===== src/hdl/acp_pkg.sv =====
// Shared types and constants for the CSI cursor and color parser.
// No dependencies; used by acp_ctrl, acp_dp, the top level and acp_checker.
package acp_pkg;

  localparam int unsigned PV_W    = 14;          // stored parameter width
  localparam int unsigned CH_W    = 8;
  localparam int unsigned COLOR_W = 3;
  localparam int unsigned ROW_O_W = 5;           // result row field width
  localparam int unsigned COL_O_W = 7;           // result column field width
  localparam int unsigned CFG_IDX_W = 2;

  localparam logic [PV_W-1:0] PARAM_CAP = 14'd9999;

  // configuration register indexes
  localparam logic [CFG_IDX_W-1:0] CFG_DEFAULT_FG = 2'd0;
  localparam logic [CFG_IDX_W-1:0] CFG_DEFAULT_BG = 2'd1;

  localparam logic [COLOR_W-1:0] FG_RESET = 3'd7;
  localparam logic [COLOR_W-1:0] BG_RESET = 3'd0;

  // character codes
  localparam logic [CH_W-1:0] CH_0      = 8'h30;
  localparam logic [CH_W-1:0] CH_9      = 8'h39;
  localparam logic [CH_W-1:0] CH_SEMI   = 8'h3B;
  localparam logic [CH_W-1:0] CH_UP     = 8'h41;   // A
  localparam logic [CH_W-1:0] CH_DOWN   = 8'h42;   // B
  localparam logic [CH_W-1:0] CH_RIGHT  = 8'h43;   // C
  localparam logic [CH_W-1:0] CH_LEFT   = 8'h44;   // D
  localparam logic [CH_W-1:0] CH_POS    = 8'h48;   // H
  localparam logic [CH_W-1:0] CH_CLEAR  = 8'h4A;   // J
  localparam logic [CH_W-1:0] CH_POS_F  = 8'h66;   // f
  localparam logic [CH_W-1:0] CH_SGR    = 8'h6D;   // m
  localparam logic [CH_W-1:0] CH_SAVE   = 8'h73;   // s
  localparam logic [CH_W-1:0] CH_RESTORE= 8'h75;   // u

  // SGR codes
  localparam logic [PV_W-1:0] SGR_RESET   = 14'd0;
  localparam logic [PV_W-1:0] SGR_REVERSE = 14'd7;
  localparam logic [PV_W-1:0] SGR_CONCEAL = 14'd8;
  localparam logic [PV_W-1:0] SGR_FG_LO   = 14'd30;
  localparam logic [PV_W-1:0] SGR_FG_HI   = 14'd37;
  localparam logic [PV_W-1:0] SGR_BG_LO   = 14'd40;
  localparam logic [PV_W-1:0] SGR_BG_HI   = 14'd47;

  typedef struct packed {
    logic capture;   // latch the input word
    logic exec;      // run the character's action
    logic walk;      // one SGR slot step
    logic load_out;  // move result into the output register
  } acp_cmd_t;

  typedef struct packed {
    logic need_walk;
    logic walk_last;
    logic out_free;
  } acp_sts_t;

endpackage


===== src/hdl/acp_ctrl.sv =====
// Sequencer for the CSI parser: capture, execute, SGR walk, finish.
// Depends on acp_pkg; drives acp_dp through acp_cmd_t.
module acp_ctrl
  import acp_pkg::*;
(
  input  logic     clk,
  input  logic     rst_n,
  input  logic     in_valid,
  output logic     in_stall,
  input  acp_sts_t sts,
  output acp_cmd_t cmd
);

  localparam logic [1:0] S_IDLE = 2'd0;
  localparam logic [1:0] S_EXEC = 2'd1;
  localparam logic [1:0] S_WALK = 2'd2;
  localparam logic [1:0] S_FIN  = 2'd3;

  logic [1:0] state_r;
  logic [1:0] state_nxt;

  assign in_stall = (state_r != S_IDLE) || !rst_n;

  always_comb begin
    state_nxt    = state_r;
    cmd          = '0;
    case (state_r)
      S_IDLE: begin
        if (in_valid && !in_stall) begin
          cmd.capture = 1'b1;
          state_nxt   = S_EXEC;
        end
      end
      S_EXEC: begin
        cmd.exec  = 1'b1;
        state_nxt = sts.need_walk ? S_WALK : S_FIN;
      end
      S_WALK: begin
        cmd.walk = 1'b1;
        if (sts.walk_last) state_nxt = S_FIN;
      end
      S_FIN: begin
        if (sts.out_free) begin
          cmd.load_out = 1'b1;
          state_nxt    = S_IDLE;
        end
      end
      default: state_nxt = S_IDLE;
    endcase
  end

  always_ff @(posedge clk) begin
    if (!rst_n) state_r <= S_IDLE;
    else        state_r <= state_nxt;
  end

endmodule


===== src/hdl/acp_dp.sv =====
// Datapath for the CSI parser: parameter slots, cursor, colors, output register.
// Depends on acp_pkg; commanded by acp_ctrl.
module acp_dp
  import acp_pkg::*;
#(
  parameter int ROWS       = 25,
  parameter int COLS       = 80,
  parameter int MAX_PARAMS = 8
) (
  input  logic                 clk,
  input  logic                 rst_n,
  input  acp_cmd_t             cmd,
  output acp_sts_t             sts,
  input  logic [CH_W-1:0]      in_ch,
  input  logic                 in_seq_start,
  input  logic                 cfg_we,
  input  logic [CFG_IDX_W-1:0] cfg_index,
  input  logic [COLOR_W-1:0]   cfg_wdata,
  output logic                 out_valid,
  input  logic                 out_stall,
  output logic                 out_seq_done,
  output logic [ROW_O_W-1:0]   out_cursor_row_out,
  output logic [COL_O_W-1:0]   out_cursor_col_out,
  output logic [COLOR_W-1:0]   out_fg_color,
  output logic [COLOR_W-1:0]   out_bg_color,
  output logic                 out_clear_screen
);

  localparam int RW = $clog2(ROWS);
  localparam int CW = $clog2(COLS);
  localparam int SW = $clog2(MAX_PARAMS);
  localparam int AW = PV_W + 1;      // cursor arithmetic width
  localparam logic [AW-1:0] ROWS_X = AW'(ROWS);
  localparam logic [AW-1:0] COLS_X = AW'(COLS);
  localparam logic [AW-1:0] ROW_LAST_X = AW'(ROWS - 1);
  localparam logic [AW-1:0] COL_LAST_X = AW'(COLS - 1);
  localparam logic [SW-1:0] SLOT_LAST = SW'(MAX_PARAMS - 1);

  // input word
  logic [CH_W-1:0] ch_r;
  logic            start_r;

  // parameter slots
  logic [PV_W-1:0]       vals_r [MAX_PARAMS];
  logic [MAX_PARAMS-1:0] present_r, present_nxt;
  logic [SW-1:0]         slot_r, slot_nxt;
  logic [SW-1:0]         walk_idx_r, walk_idx_nxt;

  // screen state
  logic [RW-1:0]      row_r, row_nxt, srow_r, srow_nxt;
  logic [CW-1:0]      col_r, col_nxt, scol_r, scol_nxt;
  logic [COLOR_W-1:0] fg_r, fg_nxt, bg_r, bg_nxt;
  logic [COLOR_W-1:0] dfg_r, dbg_r;
  logic               pend_done_r, pend_done_nxt;
  logic               pend_clr_r, pend_clr_nxt;

  // output register
  logic               out_valid_r;
  logic               o_done_r, o_clr_r;
  logic [RW-1:0]      o_row_r;
  logic [CW-1:0]      o_col_r;
  logic [COLOR_W-1:0] o_fg_r, o_bg_r;

  // combinational
  logic [SW-1:0]         eff_slot, slot_inc, rd_idx;
  logic [MAX_PARAMS-1:0] eff_present;
  logic [PV_W-1:0]       rd_val, p0, p1, n, wdata;
  logic [3:0]            digit;
  logic                  is_digit, val_we;
  logic [PV_W+3:0]       acc;
  logic [PV_W-1:0]       acc_sat;
  logic [AW-1:0]         row_x, col_x, n_x, sum, pos0, pos1;
  logic [PV_W-1:0]       code_fg, code_bg;
  logic [RW+ROW_O_W-1:0] row_ext;
  logic [CW+COL_O_W-1:0] col_ext;

  always_comb begin
    eff_slot    = start_r ? '0 : slot_r;
    eff_present = start_r ? '0 : present_r;
    slot_inc    = eff_slot + SW'(1);
    rd_idx      = cmd.walk ? walk_idx_r : eff_slot;
    rd_val      = vals_r[rd_idx];
    p0          = vals_r[0];
    p1          = vals_r[1];
    is_digit    = (ch_r >= CH_0) && (ch_r <= CH_9);
    digit       = ch_r[3:0];
    acc         = (PV_W+4)'({rd_val, 3'b000}) + (PV_W+4)'({rd_val, 1'b0})
                + (PV_W+4)'(digit);
    acc_sat     = (acc > (PV_W+4)'(PARAM_CAP)) ? PARAM_CAP : acc[PV_W-1:0];
    n           = eff_present[0] ? p0 : PV_W'(1);
    n_x         = AW'(n);
    row_x       = AW'(row_r);
    col_x       = AW'(col_r);
    pos0        = (p0 == '0) ? '0 : AW'(p0) - AW'(1);
    pos1        = (p1 == '0) ? '0 : AW'(p1) - AW'(1);
    sum         = '0;
    code_fg     = rd_val - SGR_FG_LO;
    code_bg     = rd_val - SGR_BG_LO;

    present_nxt   = present_r;
    slot_nxt      = slot_r;
    walk_idx_nxt  = walk_idx_r;
    row_nxt       = row_r;
    col_nxt       = col_r;
    srow_nxt      = srow_r;
    scol_nxt      = scol_r;
    fg_nxt        = fg_r;
    bg_nxt        = bg_r;
    pend_done_nxt = pend_done_r;
    pend_clr_nxt  = pend_clr_r;
    val_we        = 1'b0;
    wdata         = eff_present[eff_slot] ? acc_sat : PV_W'(digit);

    if (cmd.exec) begin
      present_nxt   = eff_present;
      slot_nxt      = eff_slot;
      walk_idx_nxt  = '0;
      pend_done_nxt = 1'b1;
      pend_clr_nxt  = 1'b0;
      if (is_digit) begin
        val_we                = 1'b1;
        present_nxt[eff_slot] = 1'b1;
        pend_done_nxt         = 1'b0;
      end else begin
        case (ch_r)
          CH_SEMI: begin
            pend_done_nxt = 1'b0;
            if (eff_slot != SLOT_LAST) begin
              slot_nxt              = slot_inc;
              present_nxt[slot_inc] = 1'b0;
            end
          end
          CH_POS, CH_POS_F: begin
            if (!eff_present[0]) begin
              row_nxt = '0;
              col_nxt = '0;
            end else begin
              row_nxt = (pos0 >= ROWS_X) ? RW'(ROW_LAST_X) : RW'(pos0);
              if (!eff_present[1])     col_nxt = '0;
              else if (pos1 >= COLS_X) col_nxt = CW'(COL_LAST_X);
              else                     col_nxt = CW'(pos1);
            end
          end
          CH_UP: begin
            row_nxt = (row_x > n_x) ? RW'(row_x - n_x) : '0;
          end
          CH_DOWN: begin
            sum     = row_x + n_x;
            row_nxt = (sum >= ROWS_X) ? RW'(ROW_LAST_X) : RW'(sum);
          end
          CH_RIGHT: begin
            sum     = col_x + n_x;
            col_nxt = (sum >= COLS_X) ? CW'(COL_LAST_X) : CW'(sum);
          end
          CH_LEFT: begin
            col_nxt = (col_x > n_x) ? CW'(col_x - n_x) : '0;
          end
          CH_SAVE: begin
            srow_nxt = row_r;
            scol_nxt = col_r;
          end
          CH_RESTORE: begin
            row_nxt = srow_r;
            col_nxt = scol_r;
          end
          CH_CLEAR: begin
            row_nxt      = '0;
            col_nxt      = '0;
            pend_clr_nxt = 1'b1;
          end
          CH_SGR: begin
            // absent first slot: plain reset; otherwise the walk does the work
            if (!eff_present[0]) begin
              fg_nxt = dfg_r;
              bg_nxt = dbg_r;
            end
          end
          default: ;
        endcase
      end
    end

    // one slot per cycle; stops at the first absent slot or the current slot
    if (cmd.walk) begin
      walk_idx_nxt = walk_idx_r + SW'(1);
      if (present_r[walk_idx_r]) begin
        if (rd_val == SGR_RESET) begin
          fg_nxt = dfg_r;
          bg_nxt = dbg_r;
        end else if (rd_val == SGR_REVERSE) begin
          fg_nxt = bg_r;
          bg_nxt = fg_r;
        end else if (rd_val == SGR_CONCEAL) begin
          fg_nxt = bg_r;
        end else if (rd_val inside {[SGR_FG_LO:SGR_FG_HI]}) begin
          fg_nxt = code_fg[COLOR_W-1:0];
        end else if (rd_val inside {[SGR_BG_LO:SGR_BG_HI]}) begin
          bg_nxt = code_bg[COLOR_W-1:0];
        end
      end
    end

    sts.need_walk = (ch_r == CH_SGR) && eff_present[0];
    sts.walk_last = !present_r[walk_idx_r] || (walk_idx_r == slot_r);
    sts.out_free  = !out_valid_r || !out_stall;

    row_ext = (RW+ROW_O_W)'(o_row_r);
    col_ext = (CW+COL_O_W)'(o_col_r);
  end

  // payload and slot storage
  always_ff @(posedge clk) begin
    if (cmd.capture) begin
      ch_r    <= in_ch;
      start_r <= in_seq_start;
    end
    if (val_we) vals_r[eff_slot] <= wdata;
    if (cmd.load_out) begin
      o_done_r <= pend_done_r;
      o_clr_r  <= pend_clr_r;
      o_row_r  <= row_r;
      o_col_r  <= col_r;
      o_fg_r   <= fg_r;
      o_bg_r   <= bg_r;
    end
    walk_idx_r    <= walk_idx_nxt;
    pend_done_r   <= pend_done_nxt;
    pend_clr_r    <= pend_clr_nxt;
  end

  // control and architectural state
  always_ff @(posedge clk) begin
    if (!rst_n) begin
      present_r   <= '0;
      slot_r      <= '0;
      row_r       <= '0;
      col_r       <= '0;
      srow_r      <= '0;
      scol_r      <= '0;
      fg_r        <= FG_RESET;
      bg_r        <= BG_RESET;
      dfg_r       <= FG_RESET;
      dbg_r       <= BG_RESET;
      out_valid_r <= 1'b0;
    end else begin
      present_r <= present_nxt;
      slot_r    <= slot_nxt;
      row_r     <= row_nxt;
      col_r     <= col_nxt;
      srow_r    <= srow_nxt;
      scol_r    <= scol_nxt;
      fg_r      <= fg_nxt;
      bg_r      <= bg_nxt;
      if (cfg_we && cfg_index == CFG_DEFAULT_FG) dfg_r <= cfg_wdata;
      if (cfg_we && cfg_index == CFG_DEFAULT_BG) dbg_r <= cfg_wdata;
      if (cmd.load_out)    out_valid_r <= 1'b1;
      else if (!out_stall) out_valid_r <= 1'b0;
    end
  end

  assign out_valid          = out_valid_r;
  assign out_seq_done       = o_done_r;
  assign out_clear_screen   = o_clr_r;
  assign out_cursor_row_out = row_ext[ROW_O_W-1:0];
  assign out_cursor_col_out = col_ext[COL_O_W-1:0];
  assign out_fg_color       = o_fg_r;
  assign out_bg_color       = o_bg_r;

endmodule


===== src/hdl/ansi_csi_cursor_color_parser.sv =====
// Top level of the CSI cursor and color parser.
// Depends on acp_pkg, acp_ctrl and acp_dp.
//
//  channel | direction | handshake          | word
//  --------+-----------+--------------------+--------------------------------------
//  in_     | in        | in_valid/in_stall  | ch, seq_start
//  out_    | out       | out_valid/out_stall| seq_done, row, col, fg, bg, clear
//  cfg_    | in        | cfg_valid/cfg_ready| cfg_index, cfg_wdata (3 bit color)
//
// Sequence: each word passes capture, execute and finish; finish waits while
// the output register is held. An SGR with a first parameter present also walks
// its slots one at a time, 1 to MAX_PARAMS, as the slot array has a single read port.
// Reset: synchronous, active low; in_stall is high and cfg_ready low while
// held. Colors reset to defaults 7/0, cursor and saved cursor to 0,0.
// Stalls: the output register holds a finished word while out_stall is high;
// the next input word is accepted meanwhile and waits in the finish state.
module ansi_csi_cursor_color_parser
  import acp_pkg::*;
#(
  parameter int ROWS       = 25,
  parameter int COLS       = 80,
  parameter int MAX_PARAMS = 8
) (
  input  logic                 clk,
  input  logic                 rst_n,
  // input characters
  input  logic                 in_valid,
  output logic                 in_stall,
  input  logic [CH_W-1:0]      in_ch,
  input  logic                 in_seq_start,
  // results
  output logic                 out_valid,
  input  logic                 out_stall,
  output logic                 out_seq_done,
  output logic [ROW_O_W-1:0]   out_cursor_row_out,
  output logic [COL_O_W-1:0]   out_cursor_col_out,
  output logic [COLOR_W-1:0]   out_fg_color,
  output logic [COLOR_W-1:0]   out_bg_color,
  output logic                 out_clear_screen,
  // register writes
  input  logic                 cfg_valid,
  output logic                 cfg_ready,
  input  logic [CFG_IDX_W-1:0] cfg_index,
  input  logic [COLOR_W-1:0]   cfg_wdata
);

  acp_cmd_t cmd;
  acp_sts_t sts;

  // register writes are always taken; only gated by reset
  assign cfg_ready = rst_n;

  acp_ctrl u_ctrl (
    .clk      (clk),
    .rst_n    (rst_n),
    .in_valid (in_valid),
    .in_stall (in_stall),
    .sts      (sts),
    .cmd      (cmd)
  );

  acp_dp #(
    .ROWS       (ROWS),
    .COLS       (COLS),
    .MAX_PARAMS (MAX_PARAMS)
  ) u_dp (
    .clk                (clk),
    .rst_n              (rst_n),
    .cmd                (cmd),
    .sts                (sts),
    .in_ch              (in_ch),
    .in_seq_start       (in_seq_start),
    .cfg_we             (cfg_valid && cfg_ready),
    .cfg_index          (cfg_index),
    .cfg_wdata          (cfg_wdata),
    .out_valid          (out_valid),
    .out_stall          (out_stall),
    .out_seq_done       (out_seq_done),
    .out_cursor_row_out (out_cursor_row_out),
    .out_cursor_col_out (out_cursor_col_out),
    .out_fg_color       (out_fg_color),
    .out_bg_color       (out_bg_color),
    .out_clear_screen   (out_clear_screen)
  );

endmodule


===== config.mk =====
export PLATFORM = sky130hd
export DESIGN_NAME = ansi_csi_cursor_color_parser
export DESIGN_NICKNAME = d
export VERILOG_FILES = /design/src/hdl/acp_pkg.sv /design/src/hdl/acp_ctrl.sv /design/src/hdl/acp_dp.sv /design/src/hdl/ansi_csi_cursor_color_parser.sv
export SDC_FILE = /design/constraint.sdc
export NUM_CORES = 1
export LEC_CHECK = 0
export ABC_AREA = 0
export BUFFER_PORTS_ARGS = -buffer_cell sky130_fd_sc_hd__buf_4
export CELL_PAD_IN_SITES_DETAIL_PLACEMENT = 0
export CELL_PAD_IN_SITES_GLOBAL_PLACEMENT = 1
export CORE_ASPECT_RATIO = 1.75
export CORE_UTILIZATION = 47
export CTS_BUF_LIST = sky130_fd_sc_hd__clkbuf_8
export DETAILED_ROUTE_END_ITERATION = 8
export GPL_TIMING_DRIVEN = 0
export PLACE_DENSITY_LB_ADDON = 0.1
export SYNTH_ARGS = -nofsm -noshare
export SYNTH_HDL_FRONTEND = slang
export SYNTH_SLANG_ARGS = --single-unit

===== constraint.sdc =====
create_clock -name clk -period 5.1 [get_ports clk]
set_clock_uncertainty 0.1 [all_clocks]
set_input_delay 0.765 -clock clk [delete_from_list [all_inputs] [get_ports clk]]
set_output_delay 0.765 -clock clk [all_outputs]
set_load 0.01 [all_outputs]

### Word level (Yosys, flattened, before mapping)

Memory sizes are Yosys's and may differ from the RTL's.
Index checks and enable logic that the tools add are counted.

| storage, ports and cells | value |
|---|---|
| logic and storage cells | 188 |
| flip-flop bits (word level) | 84 |
| bits in latches | 0 |
| input port bits | 19 |
| memories | 1 |
| ROM bits | 0 |
| output and inout port bits | 23 |
| memory bits (writable) | 112 |

| operators by class | value |
|---|---|
| eq/ne operators | 23 |
| reduce and logical (&&, ||, !) cells | 32 |
| order comparisons | 18 |
| div/mod/pow operators | 0 |
| bitwise logic cells | 4 |
| multiplexer cells | 75 |
| add/subtract/negate cells | 12 |
| shift operators | 0 |
| multipliers | 0 |

Memory list:

| name | words | bits a word | rd ports | clocked after memory_dff | wr ports | RTL line | source |
|---|---|---|---|---|---|---|---|
| u_dp.vals_r | 8 | 14 | 3 | 0 | 1 | acp_dp.sv:44 | `logic [PV_W-1:0] vals_r [MAX_PARAMS];` |

Operators with widths:

| operator | number |
|---|---|
| $mux 3 | 28 |
| $eq 8x7->1 const B | 10 |
| $logic_not 14->1 | 3 |
| $mux 14 | 3 |
| $mux 7 | 5 |
| $pmux 7 s5 | 1 |
| $mux 8 | 4 |
| $ge 15x5->1 const B | 2 |
| $ge 15x7->1 const B | 2 |
| $mux 15 | 2 |
| $sub 14x1->15 const B | 2 |
| $le 14x6->1 const B | 2 |
| $pmux 5 s5 | 1 |
| $mux 5 | 4 |
| $mux 1 | 19 |
| $add 17x15->18 | 1 |
| $add 18x4->18 | 1 |
| $gt 18x14->1 const B | 1 |
| $add 5x14->15 | 1 |
| $add 7x14->15 | 1 |
| $eq 14x3->1 const B | 1 |
| $eq 14x4->1 const B | 1 |
| $ge 14x5->1 const B | 1 |
| $ge 14x6->1 const B | 1 |
| other kinds (34) | 67 |

### Longest topological paths before layout

Gate-level depths: netlist (run 1).
An unclocked memory read counts as a cell.

| depth | value |
|---|---|
| depth after elaboration | 13 |
| depth in mapped cells | 26 |
| mapped depth without buffers | 20 |

### Cells and area by module

Synthesis (run 1) repeated with hierarchy kept, for this count alone.

| second synthesis, totals | value |
|---|---|
| cells, all modules | 1154 |
| area, all modules | 12104.1 µm² |

Modules (own cells, without submodules):

| module | cells each | area each (µm²) | times used | seq. area each (µm²) |
|---|---|---|---|---|
| acp_dp | 1125 | 11860.1 | 1 | 5345.1 |
| acp_ctrl | 27 | 230.2 | 1 | 40.0 |
| ansi_csi_cursor_color_parser | 2 | 13.8 | 1 | 0.0 |

### Worst setup path after synthesis (run 1)

No wires, ideal clock.

| timing path | value |
|---|---|
| kind | register -> register |
| start | reg u_ctrl.state_r[0] |
| end | mem u_dp.vals_r[0][0], data pin |
| arrival | 4920 ps |
| required time | 4735 ps |
| slack | -185 ps |
| setup time | 265 ps |
| stages on the path, launching flop included | 22 |
| cells stage by stage | dfxtp_1 -> inv_1 -> ha_1 -> or3b_4 -> nand2_8 -> buf_12 -> buf_8 -> mux2_2 -> o221ai_1 -> inv_1 -> fa_1 -> ha_1 -> a21o_1 -> a21oi_1 -> nor2_1 -> o31ai_1 -> a21boi_0 -> o41ai_1 -> o311ai_0 -> a21oi_1 -> clkbuf_1 -> o21ai_0 |

| on the way | value |
|---|---|
| cells in the longest elaborated chain, start to end | 9 |

RTL lines:

| element | RTL line | source |
|---|---|---|
| start: declaration | acp_ctrl.sv:19 | `logic [1:0] state_r;` |
| start signal: assignment | acp_ctrl.sv:54 | `else state_r <= state_nxt;` |
| $eq 2x2->1 | acp_ctrl.sv:27 | `case (state_r)` |
| $mux 1 | acp_ctrl.sv:27 |  |
| $mux 3 | acp_dp.sv:81 | `rd_idx = cmd.walk ? walk_idx_r : eff_slot;` |
| $mem_v2 8x14 | -- |  |
| $add 17x15->18 | acp_dp.sv:87 | `acc = (PV_W+4)'({rd_val, 3'b000}) + (PV_W+4)'({rd_val, 1'b0})` |
| $add 18x4->18 | acp_dp.sv:88 | `+ (PV_W+4)'(digit);` |
| $gt 18x14->1 | acp_dp.sv:89 | `acc_sat = (acc > (PV_W+4)'(PARAM_CAP)) ? PARAM_CAP : acc[PV_W-1:0];` |
| $mux 14 | acp_dp.sv:89 |  |
| $mux 14 | acp_dp.sv:112 | `wdata = eff_present[eff_slot] ? acc_sat : PV_W'(digit);` |
| named net u_dp.wdata[0] | acp_dp.sv:67 | `logic [PV_W-1:0] rd_val, p0, p1, n, wdata;` |
| end: declaration | acp_dp.sv:44 |  |

The timed path passes the listed nets, and every way through them passes these cells.

### Worst setup path in the final report (run 1)

| timing path | value |
|---|---|
| start | reg u_dp.start_r |
| end | mem u_dp.vals_r[2][8], data pin |

| on the way | value |
|---|---|
| cells in the longest elaborated chain, start to end | 8 |

RTL lines:

| element | RTL line | source |
|---|---|---|
| start: declaration | acp_dp.sv:41 | `logic start_r;` |
| start signal: assignment | acp_dp.sv:215 | `start_r <= in_seq_start;` |
| $mux 3 | acp_dp.sv:78 | `eff_slot = start_r ? '0 : slot_r;` |
| $mux 3 | acp_dp.sv:81 |  |
| $mem_v2 8x14 | -- |  |
| $add 17x15->18 | acp_dp.sv:87 |  |
| $add 18x4->18 | acp_dp.sv:88 |  |
| $gt 18x14->1 | acp_dp.sv:89 |  |
| $mux 14 | acp_dp.sv:89 |  |
| $mux 14 (*) | acp_dp.sv:112 |  |
| named net u_dp.wdata[8] | acp_dp.sv:67 |  |

The timed path passes the listed nets; every way through them passes the cells marked *. The select of a mux whose other input is x is not followed.

==> results by group, run 1 <==
Logic synthesis
  – Flops & latches, synth: 196
  – Synth top cells by count: edfxtp_1, nand2_1, ha_1
  – Synth top area share: 0.374
  – Mapped Area: 11700 sq um
  – Mapped Cells: 1131
  – Post-synth net total: 1222
  – Yosys top cell by area: edfxtp_1
  – Most instantiated library cell after synthesis: edfxtp_1
  – Post-synth EDFFs: 146
  – Syn_area_per_cell: 10.4 sq um
  – Ys Warns: 0
  – Synth Flop Type: edfxtp_1
  – Register area share after synthesis: 0.459
  – Distinct cells, synth: between 80 and 90
  – Area contributors post-synth: edfxtp_1, dfxtp_1, ha_1, o21ai_0, mux2i_1
  – Async SR Flop Fraction: 0

GRT
  – Total gr overflow: 0
  – Total GRT Usage: 0.290
  – Initial antenna violation count: 0
  – Vias in the first global route: 9398
  – Global-route wire length before repair: 54200 um
  – Largest net degree at the start of global routing: 21

STA
  – Max Slew Vio Count: 0
  – Rel. slew slack: 0.267
  – Fin Hold WS: between 300 and 400 ps
  – Fin Setup TNS: -1530 ps
  – Setup slack after layout: -44.0 ps
  – Endpoints failing setup: 56
  – Actual slew at the worst max-slew pin: approximately 1100 ps
  – RSZ-0062 raised after global routing: yes
  – Final Cycle Share: 1.01
  – Fmax achieved: around 0.19 GHz
  – Hold Vio Cnt, Final: 0
  – Fin crit period: 5140 ps

Critical path
  – Crit end category: register
  – Worst EP required: 5300 ps
  – Worst Path Arrival: 5340 ps
  – R2R Path Start: u_dp.start_r
  – Crit-path most repeated cell: buf_4
  – Crit-path cells: buf_4, nand4bb_4, a222oi_1, a32oi_4, o221ai_4, inv_2, buf_4, buf_4, ha_1, ha_4, inv_2, fa_2, nor2b_1, o21a_1, o21ai_2, buf_4, nand2b_4, a21oi_2, xor2_2, o311ai_2, a21oi_2, buf_4, a21oi_4
  – Reg2reg setup slack: -40 ps
  – Crit path max-delay family: compound AO/OA/AOI/OAI gates
  – Worst-path fanout max: 8
  – Max incr delay on CP: about 600 ps
  – Critical path type: register to register
  – Worst Setup SP: u_dp.start_r
  – Crit path buf inv count: 7
  – Startpoint Class: register
  – CP max-delay cell: a222oi_1
  – Worst Reg-to-Reg Cells: 23
  – Worst r2r dst: u_dp.vals_r[2][8]

Drt
  – Final ANT Viol Nets: 0
  – DR WL/cell: roughly 23 um
  – DRT iter0 DRCs: between 600 and 700
  – Residual DRC: 0
  – Vias per std cell: 6.05
  – Drt pass-1 iters: 5
  – Via count: 9667
  – DRT Wirelength: 36400 um

Die
  – Die area: 25600 sq um
  – IO Count: 42
  – Die extent in y: 211 um
  – FP Rows: 76
  – Initial core utilization: 0.478
  – Core outline area: 24500 sq um
  – Die W: 121 um

Finish
  – Area Overhead vs Synth: 22.5%
  – Antenna Cells: 0
  – Final #Nets: 1364
  – Share of layout cells above drive strength 1: 0.233

CTS
  – Clock-pin transition on the worst setup and hold timing paths: roughly 100 ps
  – Clk Latency, worst-skew pair: 540 ps
  – Hold-fix buffers at CTS: 0
  – H-tree lvl count: 4
  – Clock root buffer: clkbuf_8
  – TritonCTS buffer count: 17
  – TritonCTS clock tree: done
  – Clock Tree Buf Depth: 2
  – CTS sink count: 196

Outcome
  – Failing checks: negative setup slack
  – Status: complete, but fails checks

Power and ir drop
  – Maximum VDD drop: 292 uV
  – Pwr Density: between 300 and 400 nW/um^2
  – Static Leak: 5.25 nW
  – Overall power: about 5 mW

Place
  – Port bufs: 40
  – Hpwl dp: 26600 um
  – Gpl congestion: 0.869

Hold path
  – HP Start: in_ch[4]
  – HP Class: primary input to register
  – Hold path endpoint: u_dp.ch_r[4]
  – Hold Path Cell Cnt: 1

Flow run
  – Max-cap violations: 0
==> sequential cells by signal, summed over array words and instances (netlist names), 2 cells and up <==
register / flops
u_dp.vals_r: 112
u_dp.ch_r: 8
u_dp.present_r: 8
u_dp.col_r: 7
u_dp.out_cursor_col_out: 7
u_dp.scol_r: 7
u_dp.out_cursor_row_out: 5
u_dp.row_r: 5
u_dp.srow_r: 5
u_dp.bg_r: 3
u_dp.dbg_r: 3
u_dp.dfg_r: 3
u_dp.fg_r: 3
u_dp.out_bg_color: 3
u_dp.out_fg_color: 3
u_dp.slot_r: 3
u_dp.walk_idx_r: 3
u_ctrl.state_r: 2
==> timing repair <==
item / in CTS / in global routing
resized for setup: 120 / 33
pin swaps: 35 / 30
buffers inserted: 49 / 32
gates cloned: 2 / 0
setup endpoints to repair: 117 / 121
==> cells by family after synthesis <==
family	after synthesis	synth area share
compound gates	276	0.164
mux	45	0.0445
buf+inv	117	0.0461
fa+ha+maj	72	0.0806
xor+xnor	38	0.0284
simple gates	387	0.177
flops	196	0.459
==> metrics by stage <==
step | util | instance area, sq um | std cells | setup slack (ps)
after floorplan | - | 11800 | 1131 | 19.9
after global placement | 0.507 | 12400 | 1483 | -1990
after detailed placement | 0.515 | 12600 | 1496 | -1990
after CTS | 0.573 | 14000 | 1571 | 5.62
after global routing | 0.586 | 14400 | 1598 | -203
final | 0.586 | 14400 | 1598 | -44.0
==> how the worst max path moves through the flow <==
stage,endpoint,slack [ps],cells past startpoint
2_1_floorplan,u_dp.vals_r[0][10],20,21
3_3_place_gp,u_dp.vals_r[1][1],-1990,23
3_5_place_dp,u_dp.vals_r[1][1],-1990,23
4_1_cts,u_dp.vals_r[6][3],6,21
5_1_grt,u_dp.vals_r[3][0],-200,21
6_report,u_dp.vals_r[2][8],-40,23
==> cells in the final DEF (no fill, tap or decap), types with 11 or more instances in the layout <==
| master | count |
|---|---|
| xnor2_1 | 25 |
| ha_1 | 60 |
| edfxtp_1 | 146 |
| clkbuf_8 | 20 |
| o21ai_1 | 11 |
| a211oi_1 | 11 |
| clkbuf_1 | 35 |
| o221ai_1 | 11 |
| a21oi_1 | 45 |
| nand3_1 | 57 |
| nor2_1 | 58 |
| dfxtp_1 | 48 |
| nor3_1 | 18 |
| o21ai_0 | 55 |
| mux2i_1 | 30 |
| o21a_1 | 11 |
| inv_1 | 49 |
| nand2_1 | 78 |
| and3_1 | 21 |
| buf_4 | 112 |
| nor4_1 | 11 |
| buf_6 | 13 |
| nand2b_1 | 14 |
| nor2b_1 | 47 |
==> report_power, final <==
part | leakage [nW] | internal [mW] | switching, mW
logic | 3.43 | 1.04 | 1.21
clock network | 0.199 | 0.405 | 0.629
registers | 1.62 | 1.77 | 0.0564
total | 5.25 | 3.21 | 1.89
==> final cells by class <==
class / instances / area, sq um
timing repair buffer: 130 / 1150
inverter: 56 / 216
sequential: 196 / 5390
buffer: 54 / 370
clock inverter: 15 / 161
tap: 312 / 390
multi-input combinational: 818 / 6460
fill: 2110 / 10200
clock buffer: 17 / 234
==> metal layers <==
layer	track usage	share of wire	vias to the layer above
met5	0	0	-
met1	0.306	0.36	4703
met3	0.0418	0.039	114
met2	0.532	0.53	312
met4	0.181	0.066	0
li1	-	-	4538
Note: power is estimated with default switching activity, not from simulation.
==> inputs of run 2 (changes only) <==
--- a/config.mk
+++ b/config.mk
@@ -17,2 +17,3 @@
 export PLACE_DENSITY_LB_ADDON = 0.1
+export SKIP_CTS_REPAIR_TIMING = 1
 export SYNTH_ARGS = -nofsm -noshare
==> constraint.sdc (replaced) <==
create_clock -name clk -period 5.1 [get_ports clk]
set_clock_uncertainty 0.1 [all_clocks]
set_input_delay 1.02 -clock clk [delete_from_list [all_inputs] [get_ports clk]]
set_output_delay 1.02 -clock clk [all_outputs]
set_load 0.01 [all_outputs]
==> run 2 against run 1 <==
Effect of this change:
- the run still ends with negative setup slack left
- final cell count decreased by 1.8%
- non-clock buffer count is 28 lower
- global-route usage is 0.98 points lower
- final area fell by 2.8%
- highest routed layer unchanged
- sequential power about the same
==> results by group, run 2 (synthesized netlist as in run 1, its figures left out) <==
Outcome
  – Failing checks: negative setup slack
  – Status: complete, but fails checks

Finish
  – Most common cell after layout, fill and taps aside: edfxtp_1
  – Register Area: 5390 sq um (unchanged)
  – Area Overhead vs Synth: 19.1%
  – Largest registers: u_dp.vals_r (112), u_dp.ch_r (8), u_dp.present_r (8)
  – Multi-input logic area: 6360 sq um (-1.5%)
  – Commonest cells after routing, fill and taps aside: edfxtp_1, buf_4, nand2_1, ha_1, nor2_1
  – Final #Nets: 1336 (-2.1%)
  – Max reg flops: 112 (unchanged)
  – Share of layout cells above drive strength 1: 0.207 (-0.0250)
  – Most flops, register: u_dp.vals_r
  – Antenna Cells: 0 (unchanged)
  – Number of fillers in the final layout: 2175 (+3.1%)

Drt
  – Final ANT Viol Nets: 0 (unchanged)
  – Drt pass-1 iters: 6 (+1)
  – DRT iter0 DRCs: 635 (+1.3%)
  – DRT Wirelength: 35400 um (-2.9%)
  – Residual DRC: 0 (unchanged)
  – Vias per std cell: 6.01 (-0.69%)
  – Via count: 9432 (-2.4%)
  – DR WL/cell: 22.5 um (-1.2%)

Critical path
  – Startpoint Class: register
  – Max incr delay on CP: 570 ps (-30 ps)
  – Worst Path Arrival: 5480 ps (+140 ps)
  – R2R Path Start: u_ctrl.state_r[0]
  – Worst-path fanout max: 10 (+2)
  – Worst EP required: 5190 ps (-110 ps)
  – Crit-path cells: inv_4, ha_4, buf_12, and2_4, buf_8, buf_6, a222oi_1, a32oi_4, o221ai_4, inv_2, fa_1, inv_2, fa_2, nor2b_1, o21a_1, o21ai_2, a21oi_2, nor3_2, xor2_2, o311ai_2, a21oi_2, buf_6, a31oi_4
  – CP max-delay cell: fa_1
  – Critical path type: register to register
  – Crit end category: register
  – Worst Setup SP: u_ctrl.state_r[0]

CTS
  – Clock-pin transition on the worst setup and hold timing paths: 120 ps (+20 ps)
  – H-tree lvl count: 4 (unchanged)
  – TritonCTS buffer count: 17 (unchanged)
  – CTS sink count: 196 (unchanged)
  – TritonCTS clock tree: done
  – Clock root buffer: clkbuf_8
  – Clock Tree Buf Depth: 2 (unchanged)
  – Clk Latency, worst-skew pair: 530 ps (about the same)

STA
  – Fin Setup TNS: -19720 ps (-18190 ps)
  – Final Cycle Share: 1.06 (+0.0477)
  – Rel. slew slack: 0.264 (-0.00298)
  – Actual slew at the worst max-slew pin: 1100 ps (+4.44 ps)
  – Setup slack after layout: -287 ps (-243 ps)
  – Hold Vio Cnt, Final: 0 (unchanged)
  – RSZ-0062 raised after global routing: yes
  – Fmax achieved: 0.186 GHz (-4.5%)
  – Endpoints failing setup: 104 (+86%)
  – Max Slew Vio Count: 0 (unchanged)
  – Fin crit period: 5390 ps (+243 ps)

Die
  – Core outline area: 24500 sq um (unchanged)
  – Initial core utilization: 0.478 (unchanged)
  – FP Rows: 76 (unchanged)
  – Die W: 121 um (unchanged)
  – IO Count: 42 (unchanged)
  – Die extent in y: 211 um (unchanged)
  – Die area: 25600 sq um (unchanged)

GRT
  – Initial antenna violation count: 0 (unchanged)
  – Total gr overflow: 0 (unchanged)
  – Total GRT Usage: 0.281 (-0.00984)
  – Global-route wire length before repair: 52400 um (-3.4%)
  – Largest net degree at the start of global routing: 20 (-4.8%)
  – Vias in the first global route: 9011 (-4.1%)

Power and ir drop
  – Register share of total power: 0.377 (+0.020)
  – Switching power share of the total: 0.378 (+0.00706)
  – Clock share of power: 0.214 (+0.012)
  – Switching pwr: 1.83 mW (-3.6%)
  – Maximum VDD drop: 264 uV (-9.6%)
  – Gate power share: 0.408 (-0.033)
  – Pwr Density: 346 nW/um^2 (-2.7%)
  – Static Leak: 5.06 nW (-3.5%)
  – Int Power: 3.00 mW (-6.5%)

Hold path
  – HP Start: u_dp.pend_clr_r
  – HP Class: register to register

Flow run
  – Max-cap violations: 0 (unchanged)

Place
  – Port bufs: 40 (unchanged)
  – Hpwl dp: 26600 um (unchanged)
  – DP Worst Slack: -1990 ps (unchanged)
  – Gpl congestion: 0.869 (unchanged)
==> run 2: final cells by class <==
| cell class | instances | share of cell area |
|---|---|---|
| inverters | 56 | 0.0152 |
| clock buffers | 17 | 0.0168 |
| plain buffers | 57 | 0.0288 |
| multi-input cells | 818 | 0.456 |
| repair buffers | 99 | 0.0582 |
| well taps | 312 | 0.0279 |
| clock inverters | 15 | 0.0116 |
| flip-flops and latches | 196 | 0.386 |
==> run 2: final timing paths <==
kind / end / slack (ps) / cells past startpoint
setup / recovery: u_dp.vals_r[6][3] / -290 / 23
hold / removal: u_dp.out_clear_screen / 350 / 0
setup reg to reg: u_dp.vals_r[6][3] / -290 / 23
hold reg to reg: u_dp.out_clear_screen / 350 / 0
==> run 2: critical path, delay by kind of cell, from the launching register on <==
kind	cells	cell delay, ps
compound gates	9	1890
simple gates	3	400
flops	1	390
buf+inv	7	830
xor+xnor	1	280
fa+ha+maj	3	1150
==> run 2: metal layers <==
metal / up-vias / part of all wire / GRT usage / wire, um
li1: 4481 / - / - / -
met2: 255 / 0.54 / 0.512 / 19100
met3: 86 / 0.034 / 0.0364 / 1200
met5: - / 0 / 0 / 0
met4: 0 / 0.056 / 0.168 / 1970
met1: 4610 / 0.37 / 0.303 / 13100
==> run 2: metrics by stage <==
step	cells	hold WS [ps]	util	total power, mW	instance area [sq um]
after global placement	1483	302	0.507	3.25	12400
after floorplan	1131	300	-	2.85	11800
after CTS	1528	346	0.531	4.28	13000
after global routing	1570	359	0.569	5.05	14000
after detailed placement	1496	315	0.515	3.27	12600
final	1570	352	0.569	4.83	14000
==> run 2: power groups by stage <==
| stage | logic (mW) | clock network, mW | registers [mW] |
|---|---|---|---|
| after CTS | 1.43 | 1.04 | 1.81 |
| after global routing | 2.12 | 1.10 | 1.83 |
| after detailed placement | 1.42 | 0 | 1.84 |
| after global placement | 1.41 | 0 | 1.84 |
| after floorplan | 1.03 | 0 | 1.83 |
| final | 1.97 | 1.04 | 1.82 |
